$ cat src/hw/rtl/xpw_pkg.sv
// Shared constants and types of the XNOR-popcount window accumulator.
package xpw_pkg;

    localparam int WORD_BITS = 64;
    localparam int POP_W     = 7;
    localparam int REM_W     = 6;
    localparam int COUNT_W   = 19;
    localparam int DOT_W     = 20;
    localparam int COUNT_HW_MAX = 524287;

    // Per-word contribution handed from the popcount stage to the accumulator.
    typedef struct packed {
        logic [POP_W-1:0] match_bits;
        logic [POP_W-1:0] nbits;
        logic             eow;
    } tap_count_t;

endpackage

$ cat src/hw/rtl/xpw_front.sv
// Input register plus masked XNOR popcount stage.
module xpw_front (
    input  logic                         clk,
    input  logic                         rst_n,
    input  logic [xpw_pkg::REM_W-1:0]    channel_remainder,
    input  logic                         in_valid,
    output logic                         in_ready,
    input  logic [xpw_pkg::WORD_BITS-1:0] act_word,
    input  logic [xpw_pkg::WORD_BITS-1:0] weight_word,
    input  logic                         last_word_of_tap,
    input  logic                         end_of_window,
    output logic                         cnt_valid,
    input  logic                         cnt_ready,
    output xpw_pkg::tap_count_t          cnt
);

    // Adder tree, one level per loop; each loop runs over independent pairs.
    function automatic logic [xpw_pkg::POP_W-1:0] popcount64(
        input logic [xpw_pkg::WORD_BITS-1:0] x);
        logic [1:0] l1 [32];
        logic [2:0] l2 [16];
        logic [3:0] l3 [8];
        logic [4:0] l4 [4];
        logic [5:0] l5 [2];
        for (int i = 0; i < 32; i++)
        begin
            l1[i] = {1'b0, x[2*i]} + {1'b0, x[2*i+1]};
        end
        for (int i = 0; i < 16; i++)
        begin
            l2[i] = {1'b0, l1[2*i]} + {1'b0, l1[2*i+1]};
        end
        for (int i = 0; i < 8; i++)
        begin
            l3[i] = {1'b0, l2[2*i]} + {1'b0, l2[2*i+1]};
        end
        for (int i = 0; i < 4; i++)
        begin
            l4[i] = {1'b0, l3[2*i]} + {1'b0, l3[2*i+1]};
        end
        for (int i = 0; i < 2; i++)
        begin
            l5[i] = {1'b0, l4[2*i]} + {1'b0, l4[2*i+1]};
        end
        return {1'b0, l5[0]} + {1'b0, l5[1]};
    endfunction

    logic                          s1_valid_reg;
    logic [xpw_pkg::WORD_BITS-1:0] s1_act_reg;
    logic [xpw_pkg::WORD_BITS-1:0] s1_wgt_reg;
    logic                          s1_last_reg;
    logic                          s1_eow_reg;
    logic                          s2_valid_reg;
    xpw_pkg::tap_count_t           s2_cnt_reg;
    xpw_pkg::tap_count_t           s2_cnt_next;
    logic [xpw_pkg::WORD_BITS-1:0] mask;
    logic                          s1_move;
    logic                          in_fire;

    assign s1_move  = s1_valid_reg && (!s2_valid_reg || cnt_ready);
    assign in_ready = !s1_valid_reg || s1_move;
    assign in_fire  = in_valid && in_ready;

    always_comb
    begin
        mask              = '1;
        s2_cnt_next.nbits = xpw_pkg::POP_W'(xpw_pkg::WORD_BITS);
        if (s1_last_reg && (channel_remainder != '0))
        begin
            mask              = (xpw_pkg::WORD_BITS'(1) << channel_remainder)
                                - xpw_pkg::WORD_BITS'(1);
            s2_cnt_next.nbits = {1'b0, channel_remainder};
        end
        s2_cnt_next.match_bits = popcount64(~(s1_act_reg ^ s1_wgt_reg) & mask);
        s2_cnt_next.eow        = s1_eow_reg;
    end

    always_ff @(posedge clk or negedge rst_n)
    begin
        if (!rst_n)
        begin
            s1_valid_reg <= 1'b0;
            s2_valid_reg <= 1'b0;
        end
        else
        begin
            if (in_fire)
                s1_valid_reg <= 1'b1;
            else if (s1_move)
                s1_valid_reg <= 1'b0;
            if (s1_move)
                s2_valid_reg <= 1'b1;
            else if (cnt_ready)
                s2_valid_reg <= 1'b0;
        end
    end

    always_ff @(posedge clk)
    begin
        if (in_fire)
        begin
            s1_act_reg  <= act_word;
            s1_wgt_reg  <= weight_word;
            s1_last_reg <= last_word_of_tap;
            s1_eow_reg  <= end_of_window;
        end
        if (s1_move)
            s2_cnt_reg <= s2_cnt_next;
    end

    assign cnt_valid = s2_valid_reg;
    assign cnt       = s2_cnt_reg;

endmodule

$ cat src/hw/rtl/xpw_accum.sv
// Saturating window counters and the registered result stage.
module xpw_accum #(
    parameter int MAX_WINDOW_WORDS = 4096
) (
    input  logic                          clk,
    input  logic                          rst_n,
    input  logic                          cnt_valid,
    output logic                          cnt_ready,
    input  xpw_pkg::tap_count_t           cnt,
    output logic                          out_valid,
    input  logic                          out_ready,
    output logic [xpw_pkg::DOT_W-1:0]     dot_value,
    output logic                          overflow
);

    localparam int LIM_RAW   = MAX_WINDOW_WORDS * xpw_pkg::WORD_BITS;
    localparam int COUNT_MAX = (LIM_RAW > xpw_pkg::COUNT_HW_MAX) ?
                               xpw_pkg::COUNT_HW_MAX : LIM_RAW;
    localparam logic [xpw_pkg::COUNT_W:0] COUNT_MAX_W = (xpw_pkg::COUNT_W+1)'(COUNT_MAX);

    logic [xpw_pkg::COUNT_W-1:0] match_reg, match_next;
    logic [xpw_pkg::COUNT_W-1:0] bit_reg, bit_next;
    logic                        sat_reg;
    logic [xpw_pkg::COUNT_W:0]   match_sum, bit_sum;
    logic                        sat_m, sat_b;
    logic                        out_valid_reg;
    logic [xpw_pkg::DOT_W-1:0]   dot_reg, dot_next;
    logic                        ovf_reg;
    logic                        out_free;
    logic                        cnt_fire;
    logic                        emit;

    assign out_free  = !out_valid_reg || out_ready;
    // Only a window-closing word needs room in the result register.
    assign cnt_ready = !cnt.eow || out_free;
    assign cnt_fire  = cnt_valid && cnt_ready;
    assign emit      = cnt_fire && cnt.eow;

    always_comb
    begin
        match_sum = {1'b0, match_reg} + (xpw_pkg::COUNT_W+1)'(cnt.match_bits);
        bit_sum   = {1'b0, bit_reg} + (xpw_pkg::COUNT_W+1)'(cnt.nbits);
        sat_m     = match_sum > COUNT_MAX_W;
        sat_b     = bit_sum > COUNT_MAX_W;
        match_next = sat_m ? COUNT_MAX_W[xpw_pkg::COUNT_W-1:0]
                           : match_sum[xpw_pkg::COUNT_W-1:0];
        bit_next   = sat_b ? COUNT_MAX_W[xpw_pkg::COUNT_W-1:0]
                           : bit_sum[xpw_pkg::COUNT_W-1:0];
        dot_next   = {match_next, 1'b0} - {1'b0, bit_next};
    end

    always_ff @(posedge clk or negedge rst_n)
    begin
        if (!rst_n)
        begin
            match_reg     <= '0;
            bit_reg       <= '0;
            sat_reg       <= 1'b0;
            out_valid_reg <= 1'b0;
        end
        else
        begin
            if (cnt_fire)
            begin
                if (cnt.eow)
                begin
                    match_reg <= '0;
                    bit_reg   <= '0;
                    sat_reg   <= 1'b0;
                end
                else
                begin
                    match_reg <= match_next;
                    bit_reg   <= bit_next;
                    sat_reg   <= sat_reg || sat_m || sat_b;
                end
            end
            if (emit)
                out_valid_reg <= 1'b1;
            else if (out_ready)
                out_valid_reg <= 1'b0;
        end
    end

    always_ff @(posedge clk)
    begin
        if (emit)
        begin
            dot_reg <= dot_next;
            ovf_reg <= sat_reg || sat_m || sat_b;
        end
    end

    assign out_valid = out_valid_reg;
    assign dot_value = dot_reg;
    assign overflow  = ovf_reg;

    a_match_le_bits: assert property (@(posedge clk) disable iff (!rst_n)
        match_reg <= bit_reg)
        else $error("match count above bit count");

    a_bits_bounded: assert property (@(posedge clk) disable iff (!rst_n)
        {1'b0, bit_reg} <= COUNT_MAX_W)
        else $error("bit count past its bound");

    a_clear_on_emit: assert property (@(posedge clk) disable iff (!rst_n)
        emit |=> (match_reg == '0) && (bit_reg == '0) && !sat_reg)
        else $error("window state not cleared after result");

    a_result_loaded: assert property (@(posedge clk) disable iff (!rst_n)
        emit |=> out_valid_reg)
        else $error("result lost at window end");

endmodule

$ cat src/hw/rtl/xnor_popcount_window_accumulator.sv
// Top level of the XNOR-popcount window accumulator (binary dot product).
//
// One transfer per cycle is accepted on the slave side unless s_tready is
// held low by a stall: tdata carries the activation word (bits 63:0) and the
// weight word (bits 127:64), tuser flags the last word of a kernel tap and
// tlast closes an output window. Each word passes an input register, then a
// masked XNOR popcount stage, then the saturating counters; the closing word
// of a window loads the result register. Words follow back to back at one per
// cycle while nothing stalls. A result register parts the two sides; only a
// window-closing word waits for it to drain, other words keep flowing while a
// result is held. dot_value = 2*matches - bits over the window, both counts
// saturating at min(MAX_WINDOW_WORDS*64, 524287) with overflow flagging that.
// The channel_remainder register (cfg_we/cfg_data) limits the last word of a
// tap to its low bits; write it only while no transfer is in flight.
module xnor_popcount_window_accumulator #(
    parameter int MAX_WINDOW_WORDS = 4096
) (
    input  logic                      clk,
    input  logic                      rst_n,
    // slave stream
    input  logic                      s_tvalid,
    output logic                      s_tready,
    input  logic [127:0]              s_tdata,   // act_word, weight_word
    input  logic                      s_tuser,   // last_word_of_tap
    input  logic                      s_tlast,   // end_of_window
    // master stream
    output logic                      m_tvalid,
    input  logic                      m_tready,
    output logic [23:0]               m_tdata,   // dot_value (19:0), zero pad
    output logic                      m_tuser,   // overflow
    // configuration
    input  logic                      cfg_we,
    input  logic [xpw_pkg::REM_W-1:0] cfg_data   // channel_remainder
);

    logic [xpw_pkg::REM_W-1:0] channel_remainder_reg;
    logic                      cnt_valid;
    logic                      cnt_ready;
    xpw_pkg::tap_count_t       cnt;
    logic [xpw_pkg::DOT_W-1:0] dot_value;

    // Channel-remainder register; no read-back.
    always_ff @(posedge clk or negedge rst_n)
    begin
        if (!rst_n)
            channel_remainder_reg <= '0;
        else if (cfg_we)
            channel_remainder_reg <= cfg_data;
    end

    // Input register and popcount of the masked XNOR.
    xpw_front u_front (
        .clk               (clk),
        .rst_n             (rst_n),
        .channel_remainder (channel_remainder_reg),
        .in_valid          (s_tvalid),
        .in_ready          (s_tready),
        .act_word          (s_tdata[63:0]),
        .weight_word       (s_tdata[127:64]),
        .last_word_of_tap  (s_tuser),
        .end_of_window     (s_tlast),
        .cnt_valid         (cnt_valid),
        .cnt_ready         (cnt_ready),
        .cnt               (cnt)
    );

    // Window counters and the result register.
    xpw_accum #(
        .MAX_WINDOW_WORDS (MAX_WINDOW_WORDS)
    ) u_accum (
        .clk       (clk),
        .rst_n     (rst_n),
        .cnt_valid (cnt_valid),
        .cnt_ready (cnt_ready),
        .cnt       (cnt),
        .out_valid (m_tvalid),
        .out_ready (m_tready),
        .dot_value (dot_value),
        .overflow  (m_tuser)
    );

    assign m_tdata = {4'b0000, dot_value};

endmodule

$ cat config.mk
export PLATFORM = sky130hd
export DESIGN_NAME = xnor_popcount_window_accumulator
export DESIGN_NICKNAME = d
export VERILOG_FILES = /design/src/hw/rtl/xpw_pkg.sv /design/src/hw/rtl/xpw_front.sv /design/src/hw/rtl/xpw_accum.sv /design/src/hw/rtl/xnor_popcount_window_accumulator.sv
export SDC_FILE = /design/constraint.sdc
export NUM_CORES = 1
export LEC_CHECK = 0
export ABC_AREA = 1
export ABC_CLOCK_PERIOD_IN_PS = 10500
export BUFFER_PORTS_ARGS = -buffer_cell sky130_fd_sc_hd__buf_2
export CORE_UTILIZATION = 30
export DETAILED_ROUTE_END_ITERATION = 16
export PLACE_DENSITY = 0.55
export SKIP_CTS_REPAIR_TIMING = 1
export SYNTH_ARGS = -nofsm -noshare
export SYNTH_HDL_FRONTEND = slang
export SYNTH_SLANG_ARGS = --single-unit
$ cat constraint.sdc
create_clock -name clk -period 10.5 [get_ports clk]
set_clock_uncertainty 0.1 [all_clocks]
set_input_delay 0 -clock clk [delete_from_list [all_inputs] [get_ports clk]]
set_output_delay 0 -clock clk [all_outputs]
set_load 0.1 [all_outputs]
Word-level counts from Yosys, hierarchy flattened
Index checks and enable logic that the tools add are counted.
{"block": "word_totals", "regBits": 214, "word_cells": 122}
{"block": "op_classes", "n_lt_le_gt_ge": 2, "n_bitwise": 3, "n_addsub": 67, "shift": 1, "n_reduce_logical": 19, "muxes": 13}
{"op": "2-to-1 mux 19 bit", "count": 4}
{"op": "adder 1 x 1 -> 2 bit", "count": 32}
{"op": "AND 64 bit", "count": 1}
{"op": "2-to-1 mux 64 bit", "count": 1}
{"op": "NOT 64 bit", "count": 1}
{"op": "<< shifter 1 x 6 -> 64 bit (first input constant)", "count": 1}
{"op": "subtractor 64 x 2 -> 64 bit (second input constant)", "count": 1}
{"op": "bitwise XOR 64 bit", "count": 1}
{"op": "adder 2 x 2 -> 3 bit", "count": 16}
{"op": "adder 19 x 7 -> 20 bit", "count": 2}
{"op": "greater-than comparator 20 x 19 -> 1 bit (second input constant)", "count": 2}
{"op": "adder 3 x 3 -> 4 bit", "count": 8}
{"op": "adder 4 x 4 -> 5 bit", "count": 4}
{"op": "subtractor 20 x 19 -> 20 bit", "count": 1}
{"op": "adder 5 x 5 -> 6 bit", "count": 2}
{"op": "adder 6 x 6 -> 7 bit", "count": 1}
{"op": "2-to-1 mux 1 bit", "count": 7}
{"op": "2-to-1 mux 7 bit", "count": 1}
{"op": "logical OR 1 bit", "count": 6}
{"op": "nonzero test 2 bit", "count": 3}
{"op": "nonzero test 6 bit", "count": 1}
{"op": "logical AND 1 bit", "count": 5}
{"op": "logical NOT 1 bit", "count": 4}

Depth between registers and ports, before layout
Gate-level depths: netlist (run 1).
{"block": "logic_depth", "ltp_word": 10, "mapped_depth": 42, "mapped_depth_nobuf": 40}

By module
From an unflattened synthesis (run 1), not the netlist that was laid out.
{"block": "hier_totals", "hier_cells": 1701, "area_unflattened_um2": 14711.6}
{"module": "xpw_front", "area_per_inst_um2": 9679.3, "instances": 1, "cells_each": 1002}
{"module": "xpw_accum", "area_per_inst_um2": 4777.1, "instances": 1, "cells_each": 669}
{"module": "xnor_popcount_window_accumulator", "area_per_inst_um2": 255.2, "instances": 1, "cells_each": 30}

Least setup slack after synthesis (run 1)
Ideal clock, no wire load.
{"block": "synth_timing", "path_type": "flip-flop to flip-flop", "start": "register channel_remainder_reg[5] in the netlist's numbering", "end": "register u_front.s2_cnt_reg (netlist bit u_front.cnt[14]) (data pin)", "required_ns": 10.146, "path_slack_ns": 2.829, "path_stages_with_launch": 32, "t_arrival_ns": 7.317, "period_less_slack_ns": 7.671, "cell_sequence": "dfrtp_1 -> inv_2 -> clkbuf_1 -> nor2_1 -> inv_1 -> nand2_1 -> nor3_1 -> nand2_1 -> nor3_2 -> nand4_1 -> o21ai_1 -> nand2_1 -> fa_1 -> fa_1 -> inv_1 -> fa_1 -> inv_1 -> fa_1 -> inv_1 -> fa_1 -> inv_1 -> fa_1 -> fa_1 -> fa_1 -> inv_1 -> ha_1 -> fa_1 -> a21oi_1 -> nor2_1 -> nor2_1 -> o21ai_0 -> a21o_1"}
{"element": "from (decl)", "line_no": "xnor_popcount_window_accumulator.sv:36", "rtl": "logic [xpw_pkg::REM_W-1:0] channel_remainder_reg;"}
{"element": "from (signal assigned)", "line_no": "xnor_popcount_window_accumulator.sv:48", "rtl": "channel_remainder_reg <= cfg_data;"}
{"element": "to (signal assigned)", "line_no": "xpw_front.sv:108", "rtl": "s2_cnt_reg <= s2_cnt_next;"}
{"element": "to (decl)", "line_no": "xpw_front.sv:54", "rtl": "xpw_pkg::tap_count_t s2_cnt_reg;"}

==> results.tsv, run 1 <==
metric	value	unit
grt_max_degree	81	
cts.sinks	214	
synth_area_leaders	edfxtp_1 (36%), nand2_1 (9.1%), dfrtp_1 (8.6%)	
finalMaxSlewViolations	0	
wl	40100	um
avgRoutedWirePerCell	16.1	um
antenna_found_initial	0	
startpoint_type	flip-flop	
max_stage_delay	0.83	ns
synth-seq-cells	214	
grt.overflow.total	0	
async_reset_ff_share	22.4	%
syn_to_final_growth	26.8	%
port_buffers	163	
root_buffer	clkbuf_16	
dr.first_iter.drc_count	924	
yosysUniqueCellTypes	48	
clock_path_buffers	3	
num_antenna_cells	0	
dp_hpwl	29600	um
end_kind	flip-flop	
num_vias	11800	
holdCritPathClass	primary input to asynchronous set/reset pin	
hold_violations	0	
reg2reg_slack	1.24	ns
grt_pass1_vias	11000	
fp.dieH	218	um
cts.clk_slew.worst_paths	0.07	ns
die-area	47500	sq um
grt_first_pass_wirelength	59300	um
fin_crit_sh	88.2	%
dr.pass1.iters	5	
worst_slew_pin_slew	1.03	ns
place_congestion	0.942	
maxCapViolCount	0	
synthCells	1570	
die_w	218	um
critical_path_class	flip-flop to flip-flop	
tritoncts	yes	
critPathRequiredTime	10.69	ns
fmax	0.108	GHz
setup_viol	0	
synth_top_cell_area_share	35.7	%
core	45700	sq um
drcViolationCount	0	
cp_slowest_cell	dfrtp_1	
rsz0062_at_grt	no	
yosysMostFrequentCell	nand2_1	
relSlewSlack	31.2	%
nets	2128	
ys_seq_area_share	44.3	%
outcome	finished clean	
synth_top_cell_by_area	edfxtp_1	
arrival	9.45	ns
synth.avg_cell_area	8.90	sq um
synthFlopType	edfxtp_1	
io-pin-count	168	
period_needed	9.26	ns
clock_latency	0.54	ns
critPathMaxFanout	53	
synthesis.area	14000	sq um
routed_via_density	4.72	
yosys-top-cells-count	nand2_1 (340), inv_1 (219), edfxtp_1 (166)	
cts_buffers	25	
core.rowCount	78	
htreeDepth	1	
yosys_warnings	0	
drive_gt1_share	12.9	%
cp_common_cell	fa_1	
start_util	30.6	%
synth_edf_count	166	
fin_setup_tns	0	ns
grt.total_usage	16.0	%
final_antenna_net_count	0	
## routing by layer
metal  up-vias  track usage, %  part of all wire, %
met5         -               0                    0
met4         0            6.60                  3.8
met3        78            2.25                  4.7
met2       327            26.7                   48
met1      5587            20.7                   43
li1       5818               -                    -
## kinds of logic after synthesis
logic type                 synth area share, %
AOI/OAI and AO/OA                         6.85
DFF                                       44.3
adders and majority gates                 12.5
and+or+nand+nor                           22.0
buffers and inverters                     7.75
xor gates and xnor gates                  6.64
other                                   0.0268
## worst paths after layout
| path | start | end | depth (start not counted) |
|---|---|---|---|
| worst min register to register | u_front.s1_eow_reg | u_front.cnt[0] | 0 |
| max in group asynchronous | rst_n | u_accum.bit_reg[2] | 3 |
| worst max register to register | channel_remainder_reg[5] | u_front.cnt[14] | 33 |
| worst min-delay path | rst_n | u_front.cnt_valid | 3 |
| worst max-delay path | channel_remainder_reg[5] | u_front.cnt[14] | 33 |
| min in group clk | s_tdata[33] | u_front.s1_act_reg[33] | 2 |
## metrics by stage
| stage | util [%] | std cells | instance area [sq um] | worst slack (ns) | hold slack (ns) |
|---|---|---|---|---|---|
| 2_1_floorplan | - | 1573 | 14000 | 2.83 | -0.396 |
| 3_3_place_gp | 33.7 | 2304 | 15400 | 1.49 | 0.0761 |
| 3_5_place_dp | 33.7 | 2304 | 15400 | 1.29 | 0.0781 |
| 4_1_cts | 35.5 | 2349 | 16200 | 1.29 | -0.503 |
| 5_1_grt | 38.8 | 2500 | 17700 | 0.700 | 0.0451 |
| 6_report | 38.8 | 2500 | 17700 | 1.24 | 0.0355 |
## area by class of cell
cell class              count  area, sq um
fillers                  4660        28000
clock buffers              31          658
repair buffers            320         2370
flip-flops and latches    214         6190
clock inverters            14          144
inverters                 235          882
multi-input cells        1086         6730
well taps                 600          751
## placed cells by master (no fill, tap or decap), drive strengths merged, types with 4 or more instances in the layout
cell type,count
xnor2,60
nor4,7
fa,57
buf,169
clkinv,10
nand2,343
o31ai,4
o21ai,83
edfxtp,166
nand3,99
a21o,4
clkbuf,31
o22ai,23
a21oi,47
ha,48
dfrtp,48
xor2,46
nor3,45
inv,235
nor2,152
dlygate4sd3,151
nand4,43
conb,4
## critical path, delay by kind of cell (launching register included)
family | cells | cell delay (ns)
adders and majority gates | 10 | 4.71
and+or+nand+nor | 12 | 1.90
buffers and inverters | 7 | 0.92
DFF | 1 | 0.83
AOI/OAI and AO/OA | 4 | 0.51
Power of run 1 is left out: the tool's default activity adds up to more than one toggle a clock period on the data nets, which glitch-free logic cannot reach.
==> run 2: changes to the inputs <==
--- a/config.mk
+++ b/config.mk
@@ -8,6 +8,7 @@
 export ABC_AREA = 1
 export ABC_CLOCK_PERIOD_IN_PS = 10500
 export BUFFER_PORTS_ARGS = -buffer_cell sky130_fd_sc_hd__buf_2
+export CORE_ASPECT_RATIO = 0.5
 export CORE_UTILIZATION = 30
 export DETAILED_ROUTE_END_ITERATION = 16
 export PLACE_DENSITY = 0.55
==> run 2 against run 1 <==
Global-route usage increased by 0.053 points. Fmax up 0.88%. Flip-flop and latch count did not move. Design area rose by 0.13%. First-iteration DRC count increased by 9.5%. Worst hold slack better by 0.0016 ns. Register-to-register slack improved by 0.08 ns.
==> results.tsv, run 2 (synthesis results as in run 1) <==
metric	value	unit	change
outcome	finished clean		
end_kind	flip-flop		
routed_via_density	4.61		-2.5%
stdcell_area	17700	sq um	+0.13%
final_common_cell	nand2_1		
avgRoutedWirePerCell	15.8	um	-1.5%
root_buffer	clkbuf_16		
dpl_cell_area	15400	sq um	+0.22%
nets	2128		unchanged
relSlewSlack	27.1	%	-4.1 points
die-area	47500	sq um	+0.11%
critical_path_class	flip-flop to flip-flop		
cts.clk_slew.worst_paths	0.07	ns	about the same
core	45600	sq um	-0.26%
r2r-start	channel_remainder_reg[4]		
fin_setup_tns	0	ns	unchanged
start_util	30.7	%	+0.079 points
port_buffers	163		unchanged
clock_path_buffers	3		unchanged
maxCapViolCount	0		unchanged
dr.pass1.iters	5		unchanged
worstSetupStartpoint	channel_remainder_reg[4]		
startpoint_type	flip-flop		
cp_slowest_cell	dfrtp_1		
fillers	4598		-1.3%
final_cell_mix	nand2_1 (340), inv_1 (219), edfxtp_1 (166)		
die_w	307	um	+41%
antenna_found_initial	0		unchanged
fp.dieH	155	um	-29%
holdCritPathClass	primary input to asynchronous set/reset pin		
setup_viol	0		unchanged
htreeDepth	1		unchanged
critPathRequiredTime	10.69	ns	about the same
num_vias	11600		-1.4%
drcViolationCount	0		unchanged
grt.total_usage	16.0	%	+0.053 points
dp_hpwl	29700	um	+0.44%
num_antenna_cells	0		unchanged
cts.sinks	214		unchanged
io-pin-count	168		unchanged
arrival	9.37	ns	-0.08 ns
grt.overflow.total	0		unchanged
dr.first_iter.drc_count	1012		+9.5%
drive_gt1_share	12.8	%	-0.11 points
clock_latency	0.55	ns	about the same
max_stage_delay	0.90	ns	+0.07 ns
finalMaxSlewViolations	0		unchanged
reg2reg_slack	1.32	ns	+0.08 ns
grt_first_pass_wirelength	59100	um	-0.29%
fmax	0.109	GHz	+0.88%
wl	40000	um	-0.47%
place_congestion	0.917		-2.6%
hold_violations	0		unchanged
period_needed	9.18	ns	-0.0806 ns
syn_to_final_growth	26.9	%	
rsz0062_at_grt	no		
core.rowCount	55		-29%
final_antenna_net_count	0		unchanged
grt_pass1_vias	10700		-2.8%
cp_common_cell	fa_1		
whs	0.0371	ns	+0.00155 ns
grt_max_degree	74		-8.6%
tritoncts	yes		
worst_slew_pin_slew	1.09	ns	+0.0620 ns
fin_crit_sh	87.4	%	-0.77 points
cts_buffers	24		-4.0%
critPathMaxFanout	32		-40%
-- run 2: cell types whose count changed in the layout (fill, tap and decap cells not counted), sizes merged --
cell / before / now
dlygate4sd3: 151 / 152
bufinv: 2 / 1
inv: 235 / 232
clkinv: 10 / 12
clkinvlp: 2 / 3
-- run 2: stage by stage --
step           cells  worst slack [ns]  util, %
2_1_floorplan   1573              2.83        -
3_3_place_gp    2331              1.53     33.9
3_5_place_dp    2331              1.43     33.9
4_1_cts         2375              1.39     35.6
5_1_grt         2527             0.715     38.9
6_report        2527              1.32     38.9
-- run 2: layout make-up --
class	count	area (sq um)	share of cell area (%)
Timing Repair Buffer	321	2380	13.4
Clock inverter	13	103	0.578
Inverter	235	882	4.97
Sequential cell	214	6190	34.9
Multi-Input combinational cell	1086	6730	37.9
Clock buffer	31	679	3.83
Tap cell	627	785	4.42
-- run 2: worst max-delay path, delay by kind of cell (launching register included) --
kind / cells / cell delay, ns
buffers and inverters: 7 / 0.81
and+or+nand+nor: 12 / 1.82
adders and majority gates: 10 / 4.71
DFF: 1 / 0.90
AOI/OAI and AO/OA: 4 / 0.58
-- run 2: layer usage --
layer  GRT usage (%)  routed length (um)  vias up
met3            3.30                2440       54
met5               0                   0        -
li1                -                   -     5803
met4            3.25                 690        0
met2            26.7               18900      292
met1            21.6               17900     5495
-- run 2: path summary, 6_finish.rpt --
path                       depth (start not counted)                endpoint
max in group asynchronous                          3      u_accum.bit_reg[4]
setup reg to reg                                  33         u_front.cnt[14]
setup / recovery                                  33         u_front.cnt[14]
hold reg to reg                                    0          u_front.cnt[0]
hold / removal                                     3      u_accum.bit_reg[5]
min in group clk                                   2  u_front.s1_act_reg[25]
Power of run 2 is left out for the same reason.
